[src/rtl/kdns_pkg.sv]
package kdns_pkg;

    localparam int IDX_BITS  = 10;
    localparam int CRD_BITS  = 16;
    localparam int DIST_BITS = 33;

    typedef struct packed {
        logic                       command;
        logic [IDX_BITS-1:0]        node_index;
        logic signed [CRD_BITS-1:0] coord_x;
        logic signed [CRD_BITS-1:0] coord_y;
        logic                       split_axis;
        logic [IDX_BITS-1:0]        left_child;
        logic                       left_present;
        logic [IDX_BITS-1:0]        right_child;
        logic                       right_present;
    } in_item_t;

    typedef struct packed {
        logic [IDX_BITS-1:0]  nearest_index;
        logic [DIST_BITS-1:0] best_sq_distance;
    } out_item_t;

    localparam logic CMD_WRITE = 1'b0;
    localparam logic CMD_QUERY = 1'b1;

    typedef enum logic [3:0] {
        ST_IDLE,
        ST_WRITE,
        ST_START,
        ST_DESC_RD,
        ST_DESC_SQ,
        ST_DESC_UPD,
        ST_POP_RD,
        ST_BACK_RD,
        ST_BACK_DEC,
        ST_DONE,
        ST_OUT
    } state_t;

    typedef struct packed {
        logic load_item;
        logic write_node;
        logic start;
        logic node_rd;
        logic desc_sq;
        logic desc_upd;
        logic back_rd;
        logic back_dec;
        logic finish;
    } cmd_t;

    typedef struct packed {
        logic is_query;
        logic root_ok;
        logic cur_present;
        logic visits_full;
        logic stack_nonempty;
        logic best_valid;
    } stat_t;

endpackage

[src/rtl/kdns_ctrl.sv]
module kdns_ctrl (
    input  logic            aclk,
    input  logic            aresetn,
    input  logic            s_valid,
    output logic            s_ready,
    output logic            m_valid,
    input  logic            m_ready,
    input  kdns_pkg::stat_t st,
    output kdns_pkg::cmd_t  cmd
);

    kdns_pkg::state_t state_reg, state_next;
    logic             out_valid_reg, out_valid_next;

    assign s_ready = (state_reg == kdns_pkg::ST_IDLE);
    assign m_valid = out_valid_reg;

    always_ff @(posedge aclk) begin
        if (!aresetn) begin
            state_reg     <= kdns_pkg::ST_IDLE;
            out_valid_reg <= 1'b0;
        end else begin
            state_reg     <= state_next;
            out_valid_reg <= out_valid_next;
        end
    end

    always_comb begin
        state_next = state_reg;
        case (state_reg)
            kdns_pkg::ST_IDLE:
                if (s_valid) state_next = kdns_pkg::ST_WRITE;
            kdns_pkg::ST_WRITE:
                state_next = st.is_query ? kdns_pkg::ST_START : kdns_pkg::ST_IDLE;
            kdns_pkg::ST_START:
                state_next = st.root_ok ? kdns_pkg::ST_DESC_RD : kdns_pkg::ST_DONE;
            kdns_pkg::ST_DESC_RD, kdns_pkg::ST_POP_RD: begin
                if (st.cur_present && !st.visits_full) begin
                    state_next = kdns_pkg::ST_DESC_SQ;
                end else if (st.cur_present || st.stack_nonempty) begin
                    state_next = kdns_pkg::ST_BACK_RD;
                end else begin
                    state_next = kdns_pkg::ST_DONE;
                end
            end
            kdns_pkg::ST_DESC_SQ:  state_next = kdns_pkg::ST_DESC_UPD;
            kdns_pkg::ST_DESC_UPD: state_next = kdns_pkg::ST_POP_RD;
            kdns_pkg::ST_BACK_RD:  state_next = kdns_pkg::ST_BACK_DEC;
            kdns_pkg::ST_BACK_DEC: state_next = kdns_pkg::ST_POP_RD;
            kdns_pkg::ST_DONE:
                state_next = st.best_valid ? kdns_pkg::ST_OUT : kdns_pkg::ST_IDLE;
            kdns_pkg::ST_OUT:
                if (!out_valid_reg || m_ready) state_next = kdns_pkg::ST_IDLE;
            default: state_next = kdns_pkg::ST_IDLE;
        endcase
    end

    always_comb begin
        cmd            = '0;
        out_valid_next = out_valid_reg && !m_ready;
        case (state_reg)
            kdns_pkg::ST_IDLE:     cmd.load_item = s_valid;
            kdns_pkg::ST_WRITE:    cmd.write_node = !st.is_query;
            kdns_pkg::ST_START:    cmd.start = 1'b1;
            kdns_pkg::ST_DESC_RD, kdns_pkg::ST_POP_RD: cmd.node_rd = 1'b1;
            kdns_pkg::ST_DESC_SQ:  cmd.desc_sq = 1'b1;
            kdns_pkg::ST_DESC_UPD: cmd.desc_upd = 1'b1;
            kdns_pkg::ST_BACK_RD:  cmd.back_rd = 1'b1;
            kdns_pkg::ST_BACK_DEC: cmd.back_dec = 1'b1;
            kdns_pkg::ST_OUT: begin
                if (!out_valid_reg || m_ready) begin
                    cmd.finish     = 1'b1;
                    out_valid_next = 1'b1;
                end
            end
            default: ;
        endcase
    end

endmodule

[config.mk]
export PLATFORM = sky130hd
export DESIGN_NAME = kdns_ctrl
export DESIGN_NICKNAME = d
export VERILOG_FILES = /design/src/rtl/kdns_pkg.sv /design/src/rtl/kdns_ctrl.sv
export SDC_FILE = /design/constraint.sdc
export NUM_CORES = 1
export LEC_CHECK = 0
export BUFFER_PORTS_ARGS = -buffer_cell sky130_fd_sc_hd__buf_2
export CORE_UTILIZATION = 29
export CTS_CLUSTER_DIAMETER = 150
export DETAILED_ROUTE_END_ITERATION = 16
export PLACE_DENSITY = 0.62
export SETUP_SLACK_MARGIN = 0.5
export SKIP_CTS_REPAIR_TIMING = 1
export SLEW_MARGIN = 20
export SYNTH_ARGS = -nofsm -noshare
export SYNTH_HDL_FRONTEND = slang
export SYNTH_SLANG_ARGS = --single-unit
[constraint.sdc]
create_clock -name aclk -period 2 [get_ports aclk]
set_input_delay 0.4 -clock aclk [delete_from_list [all_inputs] [get_ports aclk]]
set_output_delay 0.4 -clock aclk [all_outputs]
set_load 0.01 [all_outputs]
== After elaboration in Yosys (flattened, before gate mapping) ==
Cells that the tools add are included.

* Reductions and logical operators: 12
* Mux-type cells: 20
* Equal/unequal tests: 12

{| class="wikitable"
|+ Operator list
! cell !! number
|-
| 4-bit one-hot mux with 9 select lines || 1
|-
| 4-bit 2-to-1 mux || 6
|-
| 4-bit by 3-bit == test with 1-bit output (second input constant) || 4
|-
| 4-bit == test (second input constant) || 3
|-
| 1-bit 2-to-1 mux || 12
|-
| 4-bit by 2-bit == test with 1-bit output (second input constant) || 2
|-
| 4-bit by 1-bit == test with 1-bit output (second input constant) || 1
|-
| 1-bit logical NOT || 4
|-
| 4-bit logical NOT || 1
|-
| 2-bit != test (second input constant) || 2
|-
| 2-bit OR reduction || 2
|-
| 1-bit logical AND || 2
|-
| 1-bit logical OR || 2
|-
| 2-bit 2-to-1 mux || 1
|-
| 2-bit AND reduction || 1
|}

* Output and inout port bits: 11
* Input port bits: 10
* Register bits after elaboration: 5
* Logic and storage cells: 46

== Depth between registers and ports, before layout ==
* Depth in word-level cells: 4
* Mapped depth: 5
* Mapped depth without buffers: 4

== Worst setup path before layout ==
No wires, ideal clock.

* Path kind: register to output
* Start: register state_reg[2]
* End: output cmd[8] (netlist name)
* Buffers on the path: 1
* Data required time: 1.600 ns
* Stages on the path, launching flop included: 4
* Data arrival time: 1.098 ns
* Path slack: 0.502 ns
* Cells stage by stage: dfxtp_1 -> buf_2 -> nor4_2 -> and2_1

{| class="wikitable"
|+ RTL lines
! element !! RTL line !! source
|-
| from (decl) || kdns_ctrl.sv:12 || <nowiki>kdns_pkg::state_t state_reg, state_next;</nowiki>
|-
| from (signal assigned) || kdns_ctrl.sv:20 || <nowiki>state_reg <= kdns_pkg::ST_IDLE;</nowiki>
|-
| from (signal assigned) || kdns_ctrl.sv:23 || <nowiki>state_reg <= state_next;</nowiki>
|-
| to (decl) || kdns_ctrl.sv:9 || <nowiki>output kdns_pkg::cmd_t cmd</nowiki>
|}

==> impl_metrics.json <==
{
  "clock_sinks": 5,
  "pre_cts_ws_ns": 0.454,
  "grt_first_pass_wirelength_um": 1620,
  "die_height_um": 40.1,
  "num_vias": 555,
  "start_kind": "flip-flop",
  "io-pin-count": 21,
  "synth_top_area_share_pct": 23.7,
  "worst_slack_ns": 0.442,
  "num_rows": 13,
  "drcViolationCount": 0,
  "end_kind": "output pin",
  "ys_ff_latch": 5,
  "clk_latency_ns": 0.24,
  "rsz0062_at_grt": "true",
  "routed_wirelength_um": 1400,
  "tns_ns": 0,
  "grtUsageTotal_pct": 14.6,
  "wl_per_cell_um": 13.7,
  "coreArea_um2": 1330,
  "drtPass1Iterations": 4,
  "worstMarginPinSlew_ns": 0.303,
  "die_w_um": 40.1,
  "drtAntennaViolNets": 0,
  "arrival_ns": 1.16,
  "cts_buffers": 3,
  "htree_levels": 1,
  "root_buffer": "clkbuf_4",
  "largest_reg_flops": 4,
  "clockBufferDepth": 2,
  "antenna_cells": 0,
  "ys.warnings.count": 0,
  "status": "complete, no violations",
  "synthCells": 57,
  "grt_overflow": 0,
  "gp_congestion": 0.729,
  "syn_to_final_growth_pct": 59.3,
  "fmax_ghz": 0.642,
  "drv_cap": 0,
  "final.min_clock_period_ns": 1.56,
  "ir_drop_v": 0.000216,
  "slew_headroom_pct": 79.7,
  "powerDensity_nw_per_um2": 644,
  "slew_violations": 0,
  "synth.area.top_cells": "dfxtp_1 24%, nor2_1 6.2%, nand2b_1 5.9%",
  "synth_cell_type_count": 32,
  "drive_above_1_share_pct": 50.6,
  "post-dp-hpwl_um": 792,
  "crit_chain": "nor4_4 -> and2_1 -> buf_2",
  "antenna_found_initial": 0,
  "grt_pass1_vias": 398,
  "nets": 98,
  "portBuffers": 20,
  "max_stage_delay_ns": 0.38,
  "fin_crit_sh_pct": 77.9,
  "p_leak_nw": 0.326,
  "syn_nets": 67,
  "synth_area_leader_cell": "dfxtp_1",
  "cts_tree": "built",
  "cts.clk_slew.worst_paths_ns": 0.04,
  "via_per_inst": 5.44,
  "min_path_type": "in2reg",
  "finalSetupViolCount": 0,
  "grt_max_degree": 17,
  "netlist_area_um2": 422,
  "fin_skew_ns": 0.00347,
  "required_ns": 1.60,
  "initialDrtViolationCount": 18,
  "ys_seq_area_share_pct": 23.7,
  "cp_max_fo": 8,
  "crit_type": "reg2out",
  "syn_avg_cell_area_um2": 7.40,
  "initial_core_util_pct": 31.6,
  "cp_slowest_cell": "dfxtp_4",
  "hold_viol": 0,
  "die-area_um2": 1610
}
[power breakdown]
group / switching [mW] / total, mW / internal (mW)
clock network: 0.0388 / 0.114 / 0.0753
registers: 0.0306 / 0.141 / 0.110
logic: 0.0841 / 0.177 / 0.0933
total: 0.153 / 0.432 / 0.279
[cells in the mapped netlist]
cell type,n
nor2b_1,1
buf_2,2
a21oi_2,1
and3_1,1
nor4_2,1
a211o_1,1
nand2b_1,4
clkbuf_1,1
nand2_1,2
o31a_1,1
and4b_1,1
a21oi_1,3
nor2_1,7
nand3_1,1
and2_1,1
nor4_1,2
o21ai_0,1
a211oi_1,1
o21a_1,1
a221oi_1,1
o21ai_1,2
inv_1,3
dfxtp_1,5
o31ai_1,1
a311oi_2,1
nor3b_1,1
nor4bb_1,1
o211a_1,1
mux2i_1,1
a31oi_1,1
buf_4,1
nor3_1,5
[metrics by stage]
| stage | instance area [um2] | cells | hold slack [ns] | power [mW] | utilization [%] |
|---|---|---|---|---|---|
| finish | 672 | 102 | 0.420 | 0.432 | 50.4 |
| floorplan | 422 | 57 | 0.509 | 0.220 | - |
| global route | 672 | 102 | 0.435 | 0.464 | 50.4 |
| detailed placement | 519 | 88 | 0.494 | 0.257 | 38.9 |
| CTS | 546 | 92 | 0.419 | 0.375 | 40.9 |
| global placement | 519 | 88 | 0.499 | 0.257 | 38.9 |
[worst paths after layout]
| kind | to | slack [ns] | cells after the start | from |
|---|---|---|---|---|
| worst min-delay path | state_reg[3] | 0.42 | 2 | aresetn |
| worst min register to register | m_valid | 0.50 | 2 | m_valid |
| worst max-delay path | cmd[8] | 0.44 | 3 | state_reg[0] |
| worst max register to register | state_reg[3] | 0.60 | 5 | state_reg[0] |
[cells by family (layout without fill, tap and decap cells)]
kind of cell | after synthesis | in the layout | share of synthesized area, %
and+or+nand+nor | 28 | 28 | 38.0
AOI/OAI and AO/OA | 16 | 16 | 28.2
buffers and inverters | 7 | 37 | 7.71
DFF | 5 | 5 | 23.7
muxes | 1 | 1 | 2.37
[cells in the final DEF, fill, tap and decap left out, types with 2 or more instances in the layout]
master / n
buf_2: 22
nor3_1: 4
inv_1: 3
dfxtp_4: 4
buf_4: 6
nor4_1: 2
clkbuf_4: 3
a21oi_1: 3
nand2b_1: 2
nand2_1: 2
nor2_1: 6
o21ai_1: 2
[per-layer routing]
metal / track usage, % / part of all wire (%) / wire length [um]
met5: 0 / 0 / 0
met4: 0 / 0.86 / 12
met3: 5.00 / 3.9 / 55
met2: 24.2 / 48 / 668
met1: 19.1 / 47 / 661
[final cells by class]
| type | count | area [um2] |
|---|---|---|
| Timing Repair Buffer | 30 | 180 |
| Inverter | 3 | 11.3 |
| Sequential cell | 5 | 115 |
| Multi-Input combinational cell | 45 | 320 |
| Clock buffer | 4 | 26.3 |
| Tap cell | 15 | 18.8 |
| Fill cell | 137 | 662 |
[critical path: cells and delay by family (launching register included)]
| kind | cells | cell delay, ns |
|---|---|---|
| and+or+nand+nor | 2 | 0.42 |
| DFF | 1 | 0.38 |
| buffers and inverters | 1 | 0.12 |
Note: power is estimated with default switching activity, not from simulation.
